## src/rtl/tca_pkg.sv

```systemverilog
`default_nettype none
// ----------------------------------------------------------------------------
// tca_pkg
// Shared constants, command and status codes and the queue entry type of the
// tensor column allocator.
// ----------------------------------------------------------------------------
package tca_pkg;

  localparam int LANES   = 128;
  localparam int COLUMNS = 512;
  localparam int SPACES  = 2;

  // allocation granule in columns
  localparam int GRAN   = 32;
  localparam int GRAN_W = 5;

  // slots that hold a column; slots an allocation may start in
  localparam int SLOTS       = (COLUMNS + GRAN - 1) / GRAN;
  localparam int ALLOC_SLOTS = COLUMNS / GRAN;

  localparam int SPW = (SPACES > 1) ? $clog2(SPACES) : 1;
  localparam int LNW = (LANES > 1) ? $clog2(LANES) : 1;
  localparam int CLW = (COLUMNS > 1) ? $clog2(COLUMNS) : 1;
  localparam int SLW = (SLOTS > 1) ? $clog2(SLOTS) : 1;

  // cell memory: word plus the incarnation tag of the allocation that wrote it
  localparam int MAW       = SPW + LNW + CLW;
  localparam int MEM_DEPTH = 1 << MAW;
  localparam int TAGW      = 64;
  localparam int DATAW     = 32;

  localparam logic [3:0] CMD_ALLOC          = 4'd0;
  localparam logic [3:0] CMD_ALLOC_PAIR     = 4'd1;
  localparam logic [3:0] CMD_FREE           = 4'd2;
  localparam logic [3:0] CMD_FREE_PAIR      = 4'd3;
  localparam logic [3:0] CMD_RELINQUISH     = 4'd4;
  localparam logic [3:0] CMD_RELINQUISH_PR  = 4'd5;
  localparam logic [3:0] CMD_READ           = 4'd6;
  localparam logic [3:0] CMD_WRITE          = 4'd7;
  localparam logic [3:0] CMD_QUERY          = 4'd8;

  localparam logic [3:0] ST_OK        = 4'd0;
  localparam logic [3:0] ST_STALE     = 4'd1;
  localparam logic [3:0] ST_BAD_GROUP = 4'd2;
  localparam logic [3:0] ST_BAD_COUNT = 4'd3;
  localparam logic [3:0] ST_NO_PERMIT = 4'd4;
  localparam logic [3:0] ST_INCREASE  = 4'd5;
  localparam logic [3:0] ST_EXHAUSTED = 4'd6;
  localparam logic [3:0] ST_MISMATCH  = 4'd7;
  localparam logic [3:0] ST_BAD_ADDR  = 4'd8;
  localparam logic [3:0] ST_UNALLOC   = 4'd9;

  localparam logic [1:0] GRP_SINGLE = 2'd1;
  localparam logic [1:0] GRP_PAIR   = 2'd2;

  // classified command passed from front to back
  typedef struct packed {
    logic [3:0]       cmd;
    logic             pair;
    logic             done;
    logic [3:0]       status;
    logic [2:0]       espace;
    logic [SPW-1:0]   sa;
    logic [SPW-1:0]   sb;
    logic [9:0]       count;
    logic [LNW-1:0]   lane;
    logic [CLW-1:0]   column;
    logic [TAGW-1:0]  inc;
    logic [1:0]       group;
    logic [DATAW-1:0] wdata;
  } q_entry_t;

endpackage
`default_nettype wire

```

## src/rtl/tca_front.sv

```systemverilog
`default_nettype none
// ----------------------------------------------------------------------------
// tca_front
// Decodes each command and resolves every check that needs no stored state.
// ----------------------------------------------------------------------------
module tca_front import tca_pkg::*; (
  input  wire logic [3:0]  in_cmd,
  input  wire logic [2:0]  in_space_a,
  input  wire logic [2:0]  in_space_b,
  input  wire logic [9:0]  in_column_count,
  input  wire logic [7:0]  in_lane,
  input  wire logic [9:0]  in_column,
  input  wire logic [63:0] in_incarnation,
  input  wire logic [1:0]  in_group_size,
  input  wire logic [31:0] in_write_value,
  output q_entry_t         entry
);

  logic       pair;
  logic       bad_count;
  logic [1:0] expect_grp;

  assign pair = (in_cmd == CMD_ALLOC_PAIR) || (in_cmd == CMD_FREE_PAIR) ||
                (in_cmd == CMD_RELINQUISH_PR);
  assign bad_count = (in_column_count < 10'(GRAN)) ||
                     (int'(in_column_count) > COLUMNS) ||
                     ((in_column_count & (in_column_count - 10'd1)) != 10'd0);
  assign expect_grp = pair ? GRP_PAIR : GRP_SINGLE;

  // classify and flag early results
  always_comb begin
    entry        = '0;
    entry.cmd    = in_cmd;
    entry.pair   = pair;
    entry.sa     = SPW'(in_space_a);
    entry.sb     = SPW'(in_space_b);
    entry.count  = in_column_count;
    entry.lane   = LNW'(in_lane);
    entry.column = CLW'(in_column);
    entry.inc    = in_incarnation;
    entry.group  = in_group_size;
    entry.wdata  = in_write_value;
    if (in_cmd > CMD_QUERY) begin
      entry.done = 1'b1;
    end else if (pair && in_space_a == in_space_b) begin
      entry.done   = 1'b1;
      entry.status = ST_BAD_GROUP;
    end else if (int'(in_space_a) >= SPACES) begin
      entry.done   = 1'b1;
      entry.status = ST_STALE;
      entry.espace = in_space_a;
    end else if (pair && int'(in_space_b) >= SPACES) begin
      entry.done   = 1'b1;
      entry.status = ST_STALE;
      entry.espace = in_space_b;
    end else begin
      case (in_cmd) inside
        CMD_ALLOC, CMD_ALLOC_PAIR: begin
          if (bad_count) begin
            entry.done   = 1'b1;
            entry.status = ST_BAD_COUNT;
            entry.espace = in_space_a;
          end
        end
        CMD_FREE, CMD_FREE_PAIR: begin
          if (in_lane != 8'd0 || int'(in_column) >= COLUMNS ||
              in_column[GRAN_W-1:0] != '0 || in_group_size != expect_grp) begin
            entry.done   = 1'b1;
            entry.status = ST_MISMATCH;
            entry.espace = in_space_a;
          end
        end
        CMD_READ, CMD_WRITE: begin
          if (int'(in_lane) >= LANES || int'(in_column) >= COLUMNS) begin
            entry.done   = 1'b1;
            entry.status = ST_BAD_ADDR;
            entry.espace = in_space_a;
          end
        end
        default: begin
        end
      endcase
    end
  end

endmodule
`default_nettype wire

```

## config.mk

```make
export PLATFORM = sky130hd
export DESIGN_NAME = tca_front
export DESIGN_NICKNAME = d
export VERILOG_FILES = /design/src/rtl/tca_pkg.sv /design/src/rtl/tca_front.sv
export SDC_FILE = /design/constraint.sdc
export NUM_CORES = 1
export LEC_CHECK = 0
export ABC_CLOCK_PERIOD_IN_PS = 3530
export BUFFER_PORTS_ARGS = -buffer_cell sky130_fd_sc_hd__buf_2
export CAP_MARGIN = 20
export CORE_AREA = 5 5 105 107
export DETAILED_ROUTE_END_ITERATION = 6
export DIE_AREA = 0 0 110 112
export SYNTH_ARGS = -nofsm -noshare
export SYNTH_HDL_FRONTEND = slang
export SYNTH_SLANG_ARGS = --single-unit
```

## constraint.sdc

```tcl
create_clock -name vclk -period 3.53
set_clock_uncertainty 0.05 [all_clocks]
set_input_delay 0.5295 -clock vclk [all_inputs]
set_output_delay 0.5295 -clock vclk [all_outputs]
set_load 0.005 [all_outputs]
```

* Word-level counts from Yosys, hierarchy flattened
Index checks and enable logic that the tools add are counted.
** Operators by class
- Add/sub/neg operators :: 1
- $lt $le $gt $ge :: 7
- Equality and inequality tests :: 8
- Mux-type cells :: 13
- Bitwise logic cells :: 1
- Reduce and logical (&&, ||, !) cells :: 17
** Operators by type and width (count)
- $mux W8 :: 8
- $eq A4 B3 Y1 const B :: 3
- $and A10 B10 Y10 :: 1
- $ge A10 B10 Y1 const B :: 1
- $gt A10 B10 Y1 const B :: 1
- $lt A10 B6 Y1 const B :: 1
- $reduce_bool A10 Y1 :: 1
- $sub A10 B1 Y10 const B :: 1
- $eq A4 B2 Y1 const B :: 2
- $ge A8 B8 Y1 const B :: 1
- $logic_or A1 B1 Y1 :: 8
- $reduce_bool A8 Y1 :: 1
- $mux W7 :: 1
- $ge A3 B2 Y1 const B :: 2
- $reduce_or A2 Y1 :: 3
- $mux W5 :: 1
- $reduce_bool A5 Y1 :: 1
- $eq A4 B1 Y1 const B :: 1
- $gt A4 B4 Y1 const B :: 1
- $logic_not A4 Y1 :: 1
- $eq A3 B3 Y1 :: 1
- $mux W3 :: 1
- $logic_and A1 B1 Y1 :: 2
- $mux W2 :: 1
- 2 further kinds :: 2
** Storage, ports and cells
- Register bits :: 0
- Input port bits :: 136
- Output and inout port bits :: 139

* Logic depth before layout (Yosys ltp)
- Word-level depth :: 13
- Mapped depth :: 5

* Least setup slack after synthesis
Ideal clock, no wire load.
- Path type :: in2out
- Start :: input port in_cmd[2]
- End :: output port entry[133] in the netlist's numbering
- Arrival :: 1593 ps
- Setup slack :: 1357 ps
- Stages :: 5
- Buffers on the path :: 0
- Cells stage by stage :: and2_4 or4b_4 a21oi_2 o21a_2 nand4b_1
** RTL lines
- start: declaration :: RTL line tca_front.sv:7 : input wire logic [3:0] in_cmd,
- end: declaration :: RTL line tca_front.sv:16 : output q_entry_t entry

==> summary.txt <==
Finish
  – Cell area after layout: 878 um^2
  – Layout area overhead: -33.6%
  – Seq. cell area: 0 um^2
  – Fill cells: 1182
  – Nets: 266
  – Clock Buffer Count: 0
  – FF+latch count: 0
  – Core Util, Final: 8.74%
  – Cell Count, Final, Fillers Out: 264
  – Share of cells above drive strength 1: 62.5%
  – # diodes: 0

Global route
  – Initial antenna violation count: 0
  – Largest net degree at the start of global routing: 9
  – Tot GR Track Use: 6.81%
  – Vias in the first global route: 820
  – First-pass GRT wire length: 6.06 mm
  – Total global routing overflow: 0

Timing
  – Fin. max-slew vios: 0
  – PnR worst setup slack: 1.02 ns
  – Final count of hold timing violations: 0
  – Worst-Margin Slew: 0.421 ns
  – Unrepaired setup endpoints after global routing: no
  – Shortest period the worst path allows: 2.51 ns
  – Fin Setup TNS: 0 ns
  – F_max: 0.399 GHz
  – Worst hold margin: 1.01 ns
  – Crit share post-route: 71.0%
  – Slew headroom: 71.7%
  – Setup-failing EPs final: 0

Die
  – Full die area: 12300 um^2
  – Ports: 275
  – Die Width: 110 um
  – Die H: 112 um
  – Row cnt: 37
  – Core Area: 10000 um^2
  – Initial Utilization: 13.2%

Synthesis
  – Unique masters post-synth: 31
  – Largest family of logic cells by synthesized area: buffers and inverters
  – Synth Area in Adders: 0%
  – Xor and xnor area share after synthesis: 1.98%
  – Syn Inst Count: 186
  – Mapped Area: 1320 um^2
  – Sequential element share of the synthesized area: 0%
  – Synthesized area per cell: 7.12 um^2
  – Synth Warn #: 0
  – Compound-gate portion of the synthesized area: 8.79%
  – Multiplexer share of the synthesized area: 0%
  – Syn_nets: 322
  – Simple-Gate Fraction of Synth Area: 13.8%

Placement
  – Number of port buffers: 75
  – GPL Wtd Cong: 0.693
  – DP Cell Count: 264
  – Placement Cell Area: 878 um^2
  – Post-place setup slack: 1.03 ns
  – DP HPWL: 4.63 mm

Route
  – Vias/cell: 3.33
  – Antenna-violating nets left: 0
  – Wire length per cell: 18.6 um
  – Detailed Route WL: 4.91 mm
  – Initial drt markers: 21
  – Vias post-DR: 879
  – Residual DRC: 0
  – Drt pass-1 iters: 4

Power and ir drop
  – Pwr dens: 100 nW/um^2
  – LEAKAGE: 0.398 nW
  – Worst VDD drop: 0.0236 mV
  – Total chip power: 0.0882 mW

Run
  – MaxCap Viol Count: 0

Worst setup path
  – CP Capture Type: output pin
  – Critical path start-end classification: in -> out
  – Max FO, Critical Path: 6
  – Worst Path Arrival: 1.93 ns
  – Crit start category: input port
  – Worst path required time: 2.95 ns

Clock network
  – CTS resizes: 0
  – Post-CTS Hold Fix Bufs: 0
  – Post-CTS Repair Setup Buffers: 0

Status
  – Status: completed

Worst hold path
  – Hold crit path type: in -> out
## cells in the mapped netlist (2+ instances only)
library cell  number  area (um^2)
o21ai_0            2         10.0
nand4_1            2         12.5
nor3_1             4         20.0
nor2b_1            3         18.8
xnor2_1            3         26.3
buf_4            131          983
inv_1              2         7.51
a21oi_1            3         15.0
a31oi_1            2         12.5
nor4_1             6         37.5
nor2_1             6         22.5
or3_1              2         12.5
nand2_1            2         7.51
## power by group
part	switching, mW	internal (mW)
clock network	0	0
logic	0.0448	0.0434
registers	0	0
## logic make-up after synthesis
| family | count (synthesis) |
|---|---|
| compound gates | 17 |
| xor+xnor | 3 |
| buf+inv | 135 |
| simple gates | 31 |
## cell type report
cell class / instances / area [um^2] / area share [%]
tap: 136 / 170 / 19.4
multi-input combinational: 51 / 325 / 37.0
timing repair buffer: 75 / 375 / 42.7
inverter: 2 / 7.51 / 0.855
## worst max-delay path, stage by stage
cell and delay [ns]:
buf_2 0.13, nand2b_1 0.19, or4b_4 0.50, a21oi_2 0.15, o21a_2 0.18, nand4b_1 0.10
buf_2 0.14
## path summary, 6_finish.rpt
| kind | slack, ns | from | to | cells after the start |
|---|---|---|---|---|
| worst min-delay path | 1.01 | in_incarnation[44] | entry[78] | 0 |
| worst max-delay path | 1.02 | in_cmd[3] | entry[133] | 7 |
## per-layer routing
| metal | global-route usage, % | share of wire [%] | vias to the layer above |
|---|---|---|---|
| li1 | - | - | 365 |
| met1 | 3.26 | 18 | 345 |
| met5 | 0 | 0 | - |
| met2 | 13.7 | 52 | 141 |
| met3 | 6.38 | 25 | 28 |
| met4 | 3.08 | 4.6 | 0 |
## cells in the final DEF, fill, tap and decap left out
| cell | instances |
|---|---|
| nand2_1 | 2 |
| o31a_1 | 1 |
| a22oi_1 | 1 |
| o2111ai_1 | 1 |
| a21oi_2 | 1 |
| a21boi_0 | 1 |
| and2_4 | 1 |
| a211o_1 | 1 |
| o21bai_1 | 1 |
| nand2b_1 | 1 |
| nand4_1 | 2 |
| o31ai_1 | 1 |
| nor4_1 | 6 |
| o21ai_0 | 2 |
| nand3_1 | 1 |
| nand4b_1 | 1 |
| inv_1 | 2 |
| a21oi_1 | 3 |
| o21a_2 | 1 |
| o21ai_1 | 1 |
| nor3_1 | 4 |
| or4b_4 | 1 |
| a31oi_1 | 2 |
| nor2_1 | 6 |
| or3_1 | 2 |
| xnor2_1 | 3 |
| or3b_2 | 1 |
| nor2b_1 | 3 |
| buf_2 | 75 |
No activity file was read; power rests on OpenSTA's default activity.
