[src/rtl/tca_pkg.sv]
`default_nettype none
// ----------------------------------------------------------------------------
// tca_pkg
// Shared constants, command and status codes and the queue entry type of the
// tensor column allocator.
// ----------------------------------------------------------------------------
package tca_pkg;

  localparam int LANES   = 128;
  localparam int COLUMNS = 512;
  localparam int SPACES  = 2;

  // allocation granule in columns
  localparam int GRAN   = 32;
  localparam int GRAN_W = 5;

  // slots that hold a column; slots an allocation may start in
  localparam int SLOTS       = (COLUMNS + GRAN - 1) / GRAN;
  localparam int ALLOC_SLOTS = COLUMNS / GRAN;

  localparam int SPW = (SPACES > 1) ? $clog2(SPACES) : 1;
  localparam int LNW = (LANES > 1) ? $clog2(LANES) : 1;
  localparam int CLW = (COLUMNS > 1) ? $clog2(COLUMNS) : 1;
  localparam int SLW = (SLOTS > 1) ? $clog2(SLOTS) : 1;

  // cell memory: word plus the incarnation tag of the allocation that wrote it
  localparam int MAW       = SPW + LNW + CLW;
  localparam int MEM_DEPTH = 1 << MAW;
  localparam int TAGW      = 64;
  localparam int DATAW     = 32;

  localparam logic [3:0] CMD_ALLOC          = 4'd0;
  localparam logic [3:0] CMD_ALLOC_PAIR     = 4'd1;
  localparam logic [3:0] CMD_FREE           = 4'd2;
  localparam logic [3:0] CMD_FREE_PAIR      = 4'd3;
  localparam logic [3:0] CMD_RELINQUISH     = 4'd4;
  localparam logic [3:0] CMD_RELINQUISH_PR  = 4'd5;
  localparam logic [3:0] CMD_READ           = 4'd6;
  localparam logic [3:0] CMD_WRITE          = 4'd7;
  localparam logic [3:0] CMD_QUERY          = 4'd8;

  localparam logic [3:0] ST_OK        = 4'd0;
  localparam logic [3:0] ST_STALE     = 4'd1;
  localparam logic [3:0] ST_BAD_GROUP = 4'd2;
  localparam logic [3:0] ST_BAD_COUNT = 4'd3;
  localparam logic [3:0] ST_NO_PERMIT = 4'd4;
  localparam logic [3:0] ST_INCREASE  = 4'd5;
  localparam logic [3:0] ST_EXHAUSTED = 4'd6;
  localparam logic [3:0] ST_MISMATCH  = 4'd7;
  localparam logic [3:0] ST_BAD_ADDR  = 4'd8;
  localparam logic [3:0] ST_UNALLOC   = 4'd9;

  localparam logic [1:0] GRP_SINGLE = 2'd1;
  localparam logic [1:0] GRP_PAIR   = 2'd2;

  // classified command passed from front to back
  typedef struct packed {
    logic [3:0]       cmd;
    logic             pair;
    logic             done;
    logic [3:0]       status;
    logic [2:0]       espace;
    logic [SPW-1:0]   sa;
    logic [SPW-1:0]   sb;
    logic [9:0]       count;
    logic [LNW-1:0]   lane;
    logic [CLW-1:0]   column;
    logic [TAGW-1:0]  inc;
    logic [1:0]       group;
    logic [DATAW-1:0] wdata;
  } q_entry_t;

endpackage
`default_nettype wire

[src/rtl/tca_queue.sv]
`default_nettype none
// ----------------------------------------------------------------------------
// tca_queue
// Two-entry queue of classified commands between front and back.
// ----------------------------------------------------------------------------
module tca_queue import tca_pkg::*; (
  input  wire logic     clk,
  input  wire logic     rst_n,
  input  wire logic     push,
  input  wire q_entry_t push_entry,
  input  wire logic     pop,
  output logic          head_valid,
  output q_entry_t      head,
  output logic          full
);

  q_entry_t   slot_r [2];
  logic       wr_ptr_r, rd_ptr_r;
  logic [1:0] cnt_r;
  logic       do_push, do_pop;

  assign full       = (cnt_r == 2'd2);
  assign head_valid = (cnt_r != 2'd0);
  assign head       = slot_r[rd_ptr_r];
  assign do_push    = push && !full;
  assign do_pop     = pop && head_valid;

  // advance pointers and count
  always_ff @(posedge clk) begin
    if (!rst_n) begin
      wr_ptr_r <= 1'b0;
      rd_ptr_r <= 1'b0;
      cnt_r    <= 2'd0;
    end else begin
      if (do_push) wr_ptr_r <= !wr_ptr_r;
      if (do_pop)  rd_ptr_r <= !rd_ptr_r;
      cnt_r <= cnt_r + {1'b0, do_push} - {1'b0, do_pop};
    end
  end

  // hold entries
  always_ff @(posedge clk) begin
    if (do_push) slot_r[wr_ptr_r] <= push_entry;
  end

endmodule
`default_nettype wire

[config.mk]
export PLATFORM = sky130hd
export DESIGN_NAME = tca_queue
export DESIGN_NICKNAME = d
export VERILOG_FILES = /design/src/rtl/tca_pkg.sv /design/src/rtl/tca_queue.sv
export SDC_FILE = /design/constraint.sdc
export NUM_CORES = 1
export LEC_CHECK = 0
export ABC_AREA = 0
export BUFFER_PORTS_ARGS = -buffer_cell sky130_fd_sc_hd__buf_2
export CAP_MARGIN = 20
export CORE_MARGIN = 2
export CORE_UTILIZATION = 35
export DETAILED_ROUTE_END_ITERATION = 16
export PLACE_DENSITY = 0.63
export SYNTH_ARGS = -nofsm -noshare
export SYNTH_HDL_FRONTEND = slang
export SYNTH_SLANG_ARGS = --single-unit
[constraint.sdc]
create_clock -name clk -period 9.7 [get_ports clk]
set_clock_uncertainty 0.2 [all_clocks]
set_input_delay 0 -clock clk [delete_from_list [all_inputs] [get_ports clk]]
set_output_delay 0 -clock clk [all_outputs]
set_load 0.02 [all_outputs]
==> results of run 1 <==
## stage by stage
stage                     utilization (%)  area, um2  hold WS (ns)  setup slack (ns)
after detailed placement             41.9      12100      -0.00888              6.92
after global placement               41.9      12100       -0.0122              6.93
after floorplan                         -      10300        -0.101              2.51
## kinds of logic after synthesis
| logic type | count (synthesis) | share of synthesized area [%] |
|---|---|---|
| AOI/OAI and AO/OA | 1 | 0.0729 |
| buffers and inverters | 18 | 1.56 |
| and+or+nand+nor | 11 | 0.523 |
| xor gates and xnor gates | 3 | 0.255 |
| muxes | 140 | 15.3 |
| DFF | 283 | 82.1 |
| adders and majority gates | 2 | 0.243 |
## cell usage after synthesis (all sizes together)
cell	n
edfxtp	278
mux2	139
buf	15
dfxtp	5
nor2	4
inv	3
ha	2
nand2	2
nand2b	2
xnor2	2
and2	1
and3	1
mux2i	1
o21a	1
or2	1
xor2	1
==> flow_summary_export.csv, run 1 <==
group,metric,value,unit
logic_synthesis,synth.area.top_cells,"edfxtp_1 (81%), mux2_2 (15%), buf_6 (1.2%)",
run_status,error_line,"[ERROR RSZ-0060] Max buffer count reached.",
logic_synthesis,synth_top_area_share,81.1,%
clock_tree,cts.sinks,283,
logic_synthesis,ys_types,18,
logic_synthesis,syn_avg_cell_area,22.5,um2
logic_synthesis,ys_seq_elements,283,
floorplanning,die_x,176,um
floorplanning,die_y,176,um
logic_synthesis,yosys_warnings,0,
place,place_inst,1116,
floorplanning,initial_core_util,35.7,%
clock_tree,clock-root-buffer,"clkbuf_16",
run_status,haltStage,"clock tree synthesis",
run_status,status,"stopped before the end",
floorplanning,num_io_pins,284,
place,gp_congestion,0.717,
place,dp_hpwl,12900,um
logic_synthesis,seq_area_frac_synth,82.1,%
logic_synthesis,yosysTopAreaCell,"edfxtp_1",
logic_synthesis,syn_area,10300,um2
floorplanning,num_rows,62,
clock_tree,cts_made_buffers,30,
clock_tree,htreeDepth,1,
place,portBuffers,283,
logic_synthesis,synth_fp_nets,603,
clock_tree,postCtsSetupBuffers,0,
clock_tree,cts_hold_buffers,236,
logic_synthesis,synth_cells,458,
clock_tree,post_cts_resized,0,
clock_tree,clockBufferDepth,3,
==> run 2: changes to the inputs <==
--- a/config.mk
+++ b/config.mk
@@ -9,9 +9,9 @@
 export BUFFER_PORTS_ARGS = -buffer_cell sky130_fd_sc_hd__buf_2
 export CAP_MARGIN = 20
 export CORE_MARGIN = 2
-export CORE_UTILIZATION = 35
+export CORE_UTILIZATION = 20
 export DETAILED_ROUTE_END_ITERATION = 16
-export PLACE_DENSITY = 0.63
+export PLACE_DENSITY_LB_ADDON = 0.15
 export SYNTH_ARGS = -nofsm -noshare
 export SYNTH_HDL_FRONTEND = slang
 export SYNTH_SLANG_ARGS = --single-unit
==> run 2 against run 1 <==
Compared with the run above: the run now ends clean; area after synthesis unchanged; synthesized cell count unchanged.
==> flow_summary_export.csv, run 2 <==
group,metric,value,unit
critical_path,worstSetupStartpointType,"register",
timing,min_period,2.80,ns
timing,rsz0062_at_grt,"false",
cells_and_area,fillers,5165,
timing,setup_viol,0,
floorplanning,initial_core_util,20.2,%
clock_tree,post_cts_resized,0,
critical_path,cp.arrival,2.75,ns
cells_and_area,synthToLayoutAreaGrowth,56.2,%
cells_and_area,largest_reg_flops,278,
logic_synthesis,seq_area_frac_synth,82.1,%
min_path,worstHoldPathCells,2,
logic_synthesis,synth_common_cells,"edfxtp_1 (278), mux2_2 (139), buf_6 (11)",
critical_path,rr_worst_depth,5,
timing,post-route-period-util,28.9,%
cells_and_area,mostFrequentLayoutCells,"buf_2 (283), edfxtp_1 (278), dlygate4sd3_1 (253)",
logic_synthesis,ys_types,18,
floorplanning,die_x,231,um
clock_tree,htreeDepth,2,
floorplanning,die_y,231,um
routing,first_pass_iters,4,
cells_and_area,multi_input_area,1700,um2
place,pre_cts_ws,6.80,ns
floorplanning,die_area,53300,um2
place,dp_hpwl,15500,um
grt,antenna_found_initial,1,
logic_synthesis,synth.area.top_cells,"edfxtp_1 (81%), mux2_2 (15%), buf_6 (1.2%)",
routing,drt_iter0_markers,210,
grt,grtUsageTotal,9.46,%
clock_tree,clockBufferDepth,3,
run_status,status,"complete, no violations",
clock_tree,clock-root-buffer,"clkbuf_16",
cells_and_area,nets,1168,
timing,tightest_slew,0.991,ns
logic_synthesis,syn_area,10300,um2
cells_and_area,drive_gt1_share,45.3,%
critical_path,r2r_slack,6.90,ns
floorplanning,num_rows,83,
clock_tree,cts_made_buffers,35,
timing,timing_hold_violations_final,0,
logic_synthesis,yosys_warnings,0,
cells_and_area,finish.utilization,31.5,%
pwr,p_leak,5.96,nW
critical_path,timing.rr.start,"cnt_r[0]",
grt,overflow,0,
place,gp_congestion,0.681,
grt,grt_pass1_wl,38400,um
cells_and_area,top_regs,"slot_r x278, cnt_r x2",
logic_synthesis,synth_fp_nets,603,
logic_synthesis,syn_avg_cell_area,22.5,um2
cells_and_area,largest-register,"slot_r",
floorplanning,core_area,51100,um2
timing,max_freq,357,MHz
grt,grt_pass1_vias,6791,
clock_tree,insertion_delay,0.51,ns
timing,finalSetupTns,0,ns
timing,report.final.slew_viol_count,0,
grt,grt_max_degree,63,
min_path,min_from,"push_entry[35]",
pwr,powerDensity,236,nW/um2
place,portBuffers,283,
logic_synthesis,synth_top_area_share,81.1,%
pwr,peakVddDrop,0.000118,V
min_path,hold_end,"slot_r[1][35]",
logic_synthesis,yosysTopAreaCell,"edfxtp_1",
critical_path,end_kind,"register",
clock_tree,clk_pin_slew,0.06,ns
routing,via_count,6261,
routing,avgRoutedWirePerCell,14.8,um
clock_tree,cts.sinks,283,
logic_synthesis,synth.most_common_cell,"edfxtp_1",
logic_synthesis,synth_ff_type,"edfxtp_1",
critical_path,rr_endpoint,"slot_r[0][42]",
critical_path,required,9.65,ns
min_path,hold_class,"in2reg",
timing,setup_slack,6.90,ns
routing,routed_wl,25600,um
floorplanning,num_io_pins,284,
critical_path,critPathKind,"reg2reg",
logic_synthesis,synth_edf_count,278,
routing,antenna_left,0,
logic_synthesis,ys_seq_elements,283,
routing,drc_errors,0,
cells_and_area,final_common_cell,"buf_2",
cells_and_area,ff_latch_area,8450,um2
clock_tree,cts_tree,"yes",
logic_synthesis,synth_cells,458,
routing,vias_per_cell,3.63,
clock_tree,postCtsSetupBuffers,0,
logic_synthesis,async_reset_ff_share,0,%
critical_path,critPathMaxFanout,50,
timing,relSlewSlack,34.0,%
run,drv_cap,0,
-- run 2: cell counts after synthesis --
No cell type changed its count.
-- run 2: cells by family after synthesis --
group           Yosys count  synth area share, %
flops                   283                 82.1
fa+ha+maj                 2                0.243
xor+xnor                  3                0.255
compound gates            1               0.0729
buf+inv                  18                 1.56
mux                     140                 15.3
simple gates             11                0.523
-- run 2: layout make-up --
type                            instances  area share (%)
Antenna cell                            1          0.0156
Clock buffer                           49            6.04
Clock inverter                         11           0.599
Inverter                                3          0.0700
Multi-Input combinational cell        157            10.6
Sequential cell                       283            52.5
Tap cell                              680            5.29
Timing Repair Buffer                  543            24.9
-- run 2: repair_timing --
| item | CTS | global route |
|---|---|---|
| setup endpoints to repair | 0 | 0 |
| hold endpoints to repair | 330 | 2 |
| hold buffers | 252 | 1 |
-- run 2: layer usage --
layer,global-route usage (%),share of wire (%),wire (um)
met1,11.1,43,10900
met2,15.9,48,12300
met3,3.47,6.9,1770
met4,3.04,2.3,599
met5,0,0,0
-- run 2: critical path, stage by stage (launching register included) --
cell and delay, ns:
dfxtp_1 0.35, nand2b_1 0.17, nand2_1 0.15, nor2_4 0.41, buf_4 0.41, buf_4 0.69
-- run 2: power breakdown --
part	internal, mW	total (mW)	leakage [nW]	switching [mW]
Clock	0.747	1.23	0.517	0.484
Combinational	0.408	0.994	2.80	0.586
Sequential	1.54	1.58	2.64	0.0396
-- run 2: worst max-delay path by stage --
stage | startpoint | end | slack [ns]
after floorplan | cnt_r[0] | slot_r[0][0] | 2.51
after global placement | cnt_r[0] | slot_r[0][35] | 6.80
after detailed placement | cnt_r[0] | slot_r[0][35] | 6.80
after CTS | cnt_r[0] | slot_r[0][42] | 6.79
after global routing | cnt_r[0] | slot_r[0][42] | 6.66
final | cnt_r[0] | slot_r[0][42] | 6.90
-- run 2: through the flow --
stage	area, um2	hold WS (ns)	instances	power (mW)
finish	16100	0.0332	1727	3.80
CTS	16100	0.0000990	1725	3.90
detailed placement	12500	-0.00848	1413	2.55
global route	16100	0.00328	1727	4.00
floorplan	10300	-0.101	458	2.25
global placement	12500	-0.0114	1413	2.55
No activity file was read; power rests on OpenSTA's default activity.
==> run 3: changes to the inputs <==
==> constraint.sdc (replaced) <==
create_clock -name clk -period 2.41 [get_ports clk]
set_clock_uncertainty 0.2 [all_clocks]
set_input_delay 0 -clock clk [delete_from_list [all_inputs] [get_ports clk]]
set_output_delay 0 -clock clk [all_outputs]
set_load 0.02 [all_outputs]
==> run 3 against run 2 <==
Compared with the run above: die area is the same; utilization grew 0.54 points; wire length fell by 0.50%; sequential share of layout area shrank 0.88 points; sequential power rose to 4.0 times the previous value; combinational power grew to 4.2 times the previous value; sequential cell count is the same; global-route usage about the same; clock power grew to 4.0 times the previous value; worst hold slack got worse by 0.0040 ns; register-to-register slack worse by 6.7 ns; final cell count rose by 1.0%; largest power group unchanged.
==> flow_summary_export.csv, run 3 (synthesis gave the netlist of run 2 again) <==
group,metric,value,unit
run_status,status,"complete, no violations",
place,gp_congestion,0.686,
clock_tree,cts.sinks,283,
floorplanning,initial_core_util,20.2,%
pwr,p_switching,4.57,mW
cells_and_area,ff_latch_area,8450,um2
cells_and_area,n_antenna_cell,0,
critical_path,critPathKind,"reg2out",
critical_path,rr_endpoint,"cnt_r[0]",
grt,antenna_found_initial,0,
critical_path,timing.rr.start,"cnt_r[1]",
floorplanning,die_x,231,um
critical_path,rr_worst_depth,6,
timing,report.final.slew_viol_count,0,
place,portBuffers,283,
place,pre_cts_ws,0.594,ns
grt,grt_max_degree,65,
routing,avgRoutedWirePerCell,14.6,um
timing,rsz0062_at_grt,"false",
grt,grt_pass1_vias,6775,
cells_and_area,drive_gt1_share,45.8,%
clock_tree,insertion_delay,0.52,ns
cells_and_area,final_area,16400,um2
timing,timing_hold_violations_final,0,
cells_and_area,nets,1185,
routing,antenna_left,0,
clock_tree,clock-root-buffer,"clkbuf_16",
critical_path,required,2.21,ns
routing,first_pass_iters,4,
timing,setup_slack,0.229,ns
critical_path,r2r_slack,0.24,ns
floorplanning,num_io_pins,284,
pwr,peakVddDrop,0.000488,V
grt,grtUsageTotal,9.42,%
floorplanning,die_y,231,um
clock_tree,postCtsSetupBuffers,0,
run,drv_cap,0,
floorplanning,core_area,51100,um2
cells_and_area,top_regs,"slot_r x278, cnt_r x2",
floorplanning,num_rows,83,
cells_and_area,mostFrequentLayoutCells,"buf_2 (283), edfxtp_1 (278), dlygate4sd3_1 (266)",
place,dp_hpwl,15100,um
grt,use_met1,10.8,%
grt,grt.busiest_layer,"met2",
grt,grt_use_met2,15.9,%
min_path,hold_class,"in2reg",
pwr,powerDensity,942,nW/um2
cells_and_area,largest-register,"slot_r",
cells_and_area,finish.utilization,32.0,%
place,placed_cell_area,12600,um2
routing,via_count,6341,
pwr,p_sw_share,29.7,%
pwr,total_power,15.4,mW
pwr,p_comb_share,27.0,%
pwr,p_int,10.8,mW
grt,grt_pass1_wl,38400,um
clock_tree,cts_tree,"yes",
timing,max_freq,458,MHz
routing,drt_iter0_markers,222,
min_path,worstHoldPathCells,2,
timing,relSlewSlack,65.1,%
pwr,seqPwrFrac,41.2,%
cells_and_area,largest_reg_flops,278,
grt,overflow,0,
timing,tightest_slew,0.524,ns
clock_tree,htreeDepth,2,
min_path,min_from,"push_entry[77]",
clock_tree,cts_made_buffers,36,
cells_and_area,final_common_cell,"buf_2",
critical_path,cp.arrival,1.98,ns
min_path,hold_end,"slot_r[1][77]",
cells_and_area,multi_input_area,1720,um2
clock_tree,clockBufferDepth,3,
cells_and_area,synthToLayoutAreaGrowth,58.9,%
routing,routed_wl,25500,um
clock_tree,clk_pin_slew,0.05,ns
grt,use_met3,3.38,%
critical_path,end_kind,"output pin",
pwr,pwr-share-clk,31.9,%
timing,min_period,2.18,ns
floorplanning,die_area,53300,um2
routing,drc_errors,0,
timing,setup_viol,0,
timing,post-route-period-util,90.5,%
routing,vias_per_cell,3.63,
cells_and_area,fillers,5113,
critical_path,critPathMaxFanout,23,
pwr,p_leak,6.07,nW
critical_path,worstSetupStartpointType,"register",
## run 3: cell count changes in the layout (fill, tap and decap cells not counted), sizes merged
cell / change
clkinv: +12
dlygate4sd3: +13
clkinvlp: +1
buf: +3
bufinv: -1
clkbuf: -9
diode: -1
## run 3: power groups by stage
stage               clock network, mW  registers (mW)  logic, mW
finish                           4.91            6.35       4.16
detailed placement                  0            6.46       3.92
floorplan                           0            6.42       2.57
CTS                              5.17            6.35       4.28
global placement                    0            6.45       3.95
global route                     5.32            6.41       4.48
## run 3: worst max-delay path by stage
stage / depth (start not counted) / to
after floorplan: 3 / slot_r[0][0]
after global placement: 5 / slot_r[0][70]
after detailed placement: 5 / slot_r[0][74]
after CTS: 3 / head[77]
after global routing: 3 / head[75]
final: 3 / head[75]
## run 3: layer usage
| layer | part of all wire, % | vias up | wire, um |
|---|---|---|---|
| met5 | 0 | - | 0 |
| met4 | 3.4 | 0 | 878 |
| met3 | 6.8 | 49 | 1740 |
| met2 | 48 | 165 | 12200 |
| met1 | 42 | 3135 | 10600 |
| li1 | - | 2992 | - |
## run 3: final cells by class
type / count / area share [%]
sequential: 283 / 51.7
inverter: 3 / 0.0688
clock buffer: 40 / 5.73
timing repair buffer: 559 / 26.0
multi-input combinational: 157 / 10.5
tap: 680 / 5.20
clock inverter: 23 / 0.856
## run 3: per-stage QoR
step                TNS, ns  instances  hold WS [ns]
CTS                       0       1745      0.000500
floorplan           -169.74        458        -0.101
finish                    0       1745        0.0292
global route              0       1745       0.00208
global placement          0       1416       -0.0111
detailed placement        0       1416      -0.00903
## run 3: timing repair
| action | 4_1_cts | 5_1_grt |
|---|---|---|
| hold buffers | 266 | 0 |
| resized for setup | 0 | 0 |
| hold endpoints to repair | 392 | 0 |
## run 3: worst max-delay path: stages, from the launching register on
cell     delay, ns
dfxtp_4       0.51
buf_4         0.39
mux2_2        0.39
buf_2         0.17
==> run 4: changes to the inputs <==
--- a/config.mk
+++ b/config.mk
@@ -6,10 +6,10 @@
 export NUM_CORES = 1
 export LEC_CHECK = 0
 export ABC_AREA = 0
+export ABC_CLOCK_PERIOD_IN_PS = 2410
 export BUFFER_PORTS_ARGS = -buffer_cell sky130_fd_sc_hd__buf_2
 export CAP_MARGIN = 20
-export CORE_MARGIN = 2
-export CORE_UTILIZATION = 20
+export CORE_UTILIZATION = 30
 export DETAILED_ROUTE_END_ITERATION = 16
 export PLACE_DENSITY_LB_ADDON = 0.15
 export SYNTH_ARGS = -nofsm -noshare
==> run 4 against run 3 <==
Compared with the run above: power decreased by 2.6%; utilization increased by 12 points; critical path depth unchanged; sequential share of layout area increased by 5.2 points; count of clock-buffer cells in the layout increased by 2; worst setup slack improved by 0.13 ns; largest cell class unchanged.
==> flow_summary_export.csv, run 4 (synthesis gave the netlist of run 2 again) <==
group,metric,value,unit
run_status,status,"complete, no violations",
min_path,hold_class,"in2reg",
clock_tree,clockBufferDepth,3,
cells_and_area,final_cells,1397,
floorplanning,die_y,187,um
critical_path,slowest_delay,0.40,ns
pwr,p_switching,4.34,mW
pwr,seqPwrFrac,42.2,%
floorplanning,initial_core_util,30.6,%
critical_path,crit_buf_inv,2,
pwr,p_sw_share,28.9,%
floorplanning,die_area,35100,um2
timing,timing_hold_violations_final,0,
timing,tightest_slew,0.574,ns
place,pre_cts_ws,0.594,ns
timing,finalSetupTns,0,ns
pwr,p_comb_share,26.1,%
pwr,powerDensity,1010,nW/um2
critical_path,cp_top_family,"buffers and inverters",
critical_path,r2r_slack,0.58,ns
timing,post-route-period-util,85.3,%
routing,via_count,5869,
cells_and_area,largest_reg_flops,278,
timing,relSlewSlack,61.7,%
cells_and_area,mostFrequentLayoutCells,"buf_2 (283), edfxtp_1 (278), dlygate4sd3_1 (149)",
critical_path,end_kind,"output pin",
pwr,peakVddDrop,0.000657,V
critical_path,critPathKind,"reg2out",
place,portBuffers,283,
clock_tree,insertion_delay,0.49,ns
place,dp_hpwl,14500,um
critical_path,required,2.21,ns
routing,avgRoutedWirePerCell,16.3,um
floorplanning,die_x,187,um
routing,drc_errors,0,
clock_tree,htreeDepth,2,
cells_and_area,largest-register,"slot_r",
critical_path,rr_worst_depth,7,
critical_path,cp.arrival,1.86,ns
place,gp_congestion,0.727,
clock_tree,cts_made_buffers,34,
cells_and_area,final_common_cell,"buf_2",
pwr,total_power,15.0,mW
critical_path,cp_num_cells,3,
routing,antenna_left,0,
pwr,pwr-share-clk,31.7,%
timing,setup_slack,0.355,ns
clock_tree,cts_tree,"yes",
grt,grt_pass1_wl,35200,um
place,place_inst,1184,
cells_and_area,drive_gt1_share,51.5,%
grt,grt_max_degree,67,
routing,drt_iter0_markers,217,
run,drv_cap,0,
timing,rsz0062_at_grt,"false",
clock_tree,postCtsSetupBuffers,0,
grt,antenna_found_initial,5,
min_path,worstHoldPathCells,2,
cells_and_area,finish.utilization,44.2,%
floorplanning,num_rows,67,
critical_path,cpMaxStageDelayCell,"mux2_2",
grt,overflow,0,
grt,grt_pass1_vias,6507,
timing,min_period,2.06,ns
critical_path,critPathMaxFanout,31,
timing,setup_viol,0,
timing,report.final.slew_viol_count,0,
cells_and_area,top_regs,"slot_r x278, cnt_r x2",
pwr,p_leak,5.57,nW
clock_tree,cts.sinks,283,
cells_and_area,nets,1066,
critical_path,worstSetupStartpointType,"register",
floorplanning,core_area,33600,um2
timing,max_freq,487,MHz
floorplanning,num_io_pins,284,
routing,first_pass_iters,4,
cells_and_area,synthToLayoutAreaGrowth,44.4,%
pwr,p_int,10.7,mW
clock_tree,clk_pin_slew,0.05,ns
critical_path,cp_cell_sequence,"buf_4, mux2_2, buf_2",
routing,routed_wl,22800,um
clock_tree,clock-root-buffer,"clkbuf_16",
grt,grtUsageTotal,12.9,%
routing,vias_per_cell,4.20,
-- run 4: changes by cell type in the layout (fill, tap and decap cells not counted) --
| cell | previous run | this run |
|---|---|---|
| dlygate4sd3_1 | 266 | 149 |
| clkinv_1 | 11 | 7 |
| diode_2 | 0 | 4 |
| clkinv_4 | 3 | 0 |
| buf_12 | 8 | 6 |
| buf_4 | 2 | 4 |
| clkbuf_1 | 3 | 5 |
| clkinv_2 | 7 | 8 |
| clkinvlp_4 | 1 | 2 |
-- run 4: timing repair --
item / 4_1_cts / 5_1_grt
hold buffers: 149 / 0
endpoints found under the hold margin: 369 / 0
gates resized for setup: 0 / 0
-- run 4: area by class of cell --
cell class | count | area [um2]
Antenna cell | 4 | 10.0
Clock buffer | 42 | 945
Clock inverter | 18 | 111
Fill cell | 2994 | 18800
Inverter | 3 | 11.3
Multi-Input combinational cell | 157 | 1720
Sequential cell | 283 | 8450
Tap cell | 448 | 561
Timing Repair Buffer | 442 | 3060
-- run 4: worst paths after layout --
check / start / to
worst max-delay path: register / head[21]
worst min-delay path: push_entry[80] / slot_r[1][80]
worst max register to register: cnt_r[1] / cnt_r[1]
worst min register to register: rd_ptr_r / rd_ptr_r
-- run 4: worst reg2reg max path: cells and delay by family, from the launching register on --
kind                     cells  cell delay, ns
flip-flops                   1            0.36
adder cells (fa/ha/maj)      2            0.46
XOR/XNOR                     2            0.35
buffers and inverters        1            0.06
AO/OA/AOI/OAI                1            0.24
AND/OR/NAND/NOR              1            0.05
-- run 4: layer usage --
layer / wire length [um] / track usage, % / up-vias / part of all wire, %
li1: - / - / 2749 / -
met1: 8890 / 14.2 / 2871 / 39
met2: 11600 / 23.1 / 202 / 51
met3: 1740 / 4.24 / 45 / 7.6
met4: 515 / 4.45 / 2 / 2.3
met5: 13 / 0 / - / 0.057
-- run 4: metrics by stage --
stage               hold WS [ns]  area, um2
global route             0.00237      14900
finish                    0.0265      14900
CTS                     0.000872      14900
detailed placement      -0.00880      12300
global placement         -0.0117      12300
floorplan                 -0.101      10300
-- run 4: power by group through the flow --
stage	Combinational (mW)	Sequential (mW)	Clock (mW)
after CTS	4.03	6.34	4.96
after floorplan	2.57	6.42	0
final	3.93	6.34	4.76
after global routing	4.19	6.39	5.14
after detailed placement	3.82	6.44	0
after global placement	3.79	6.40	0
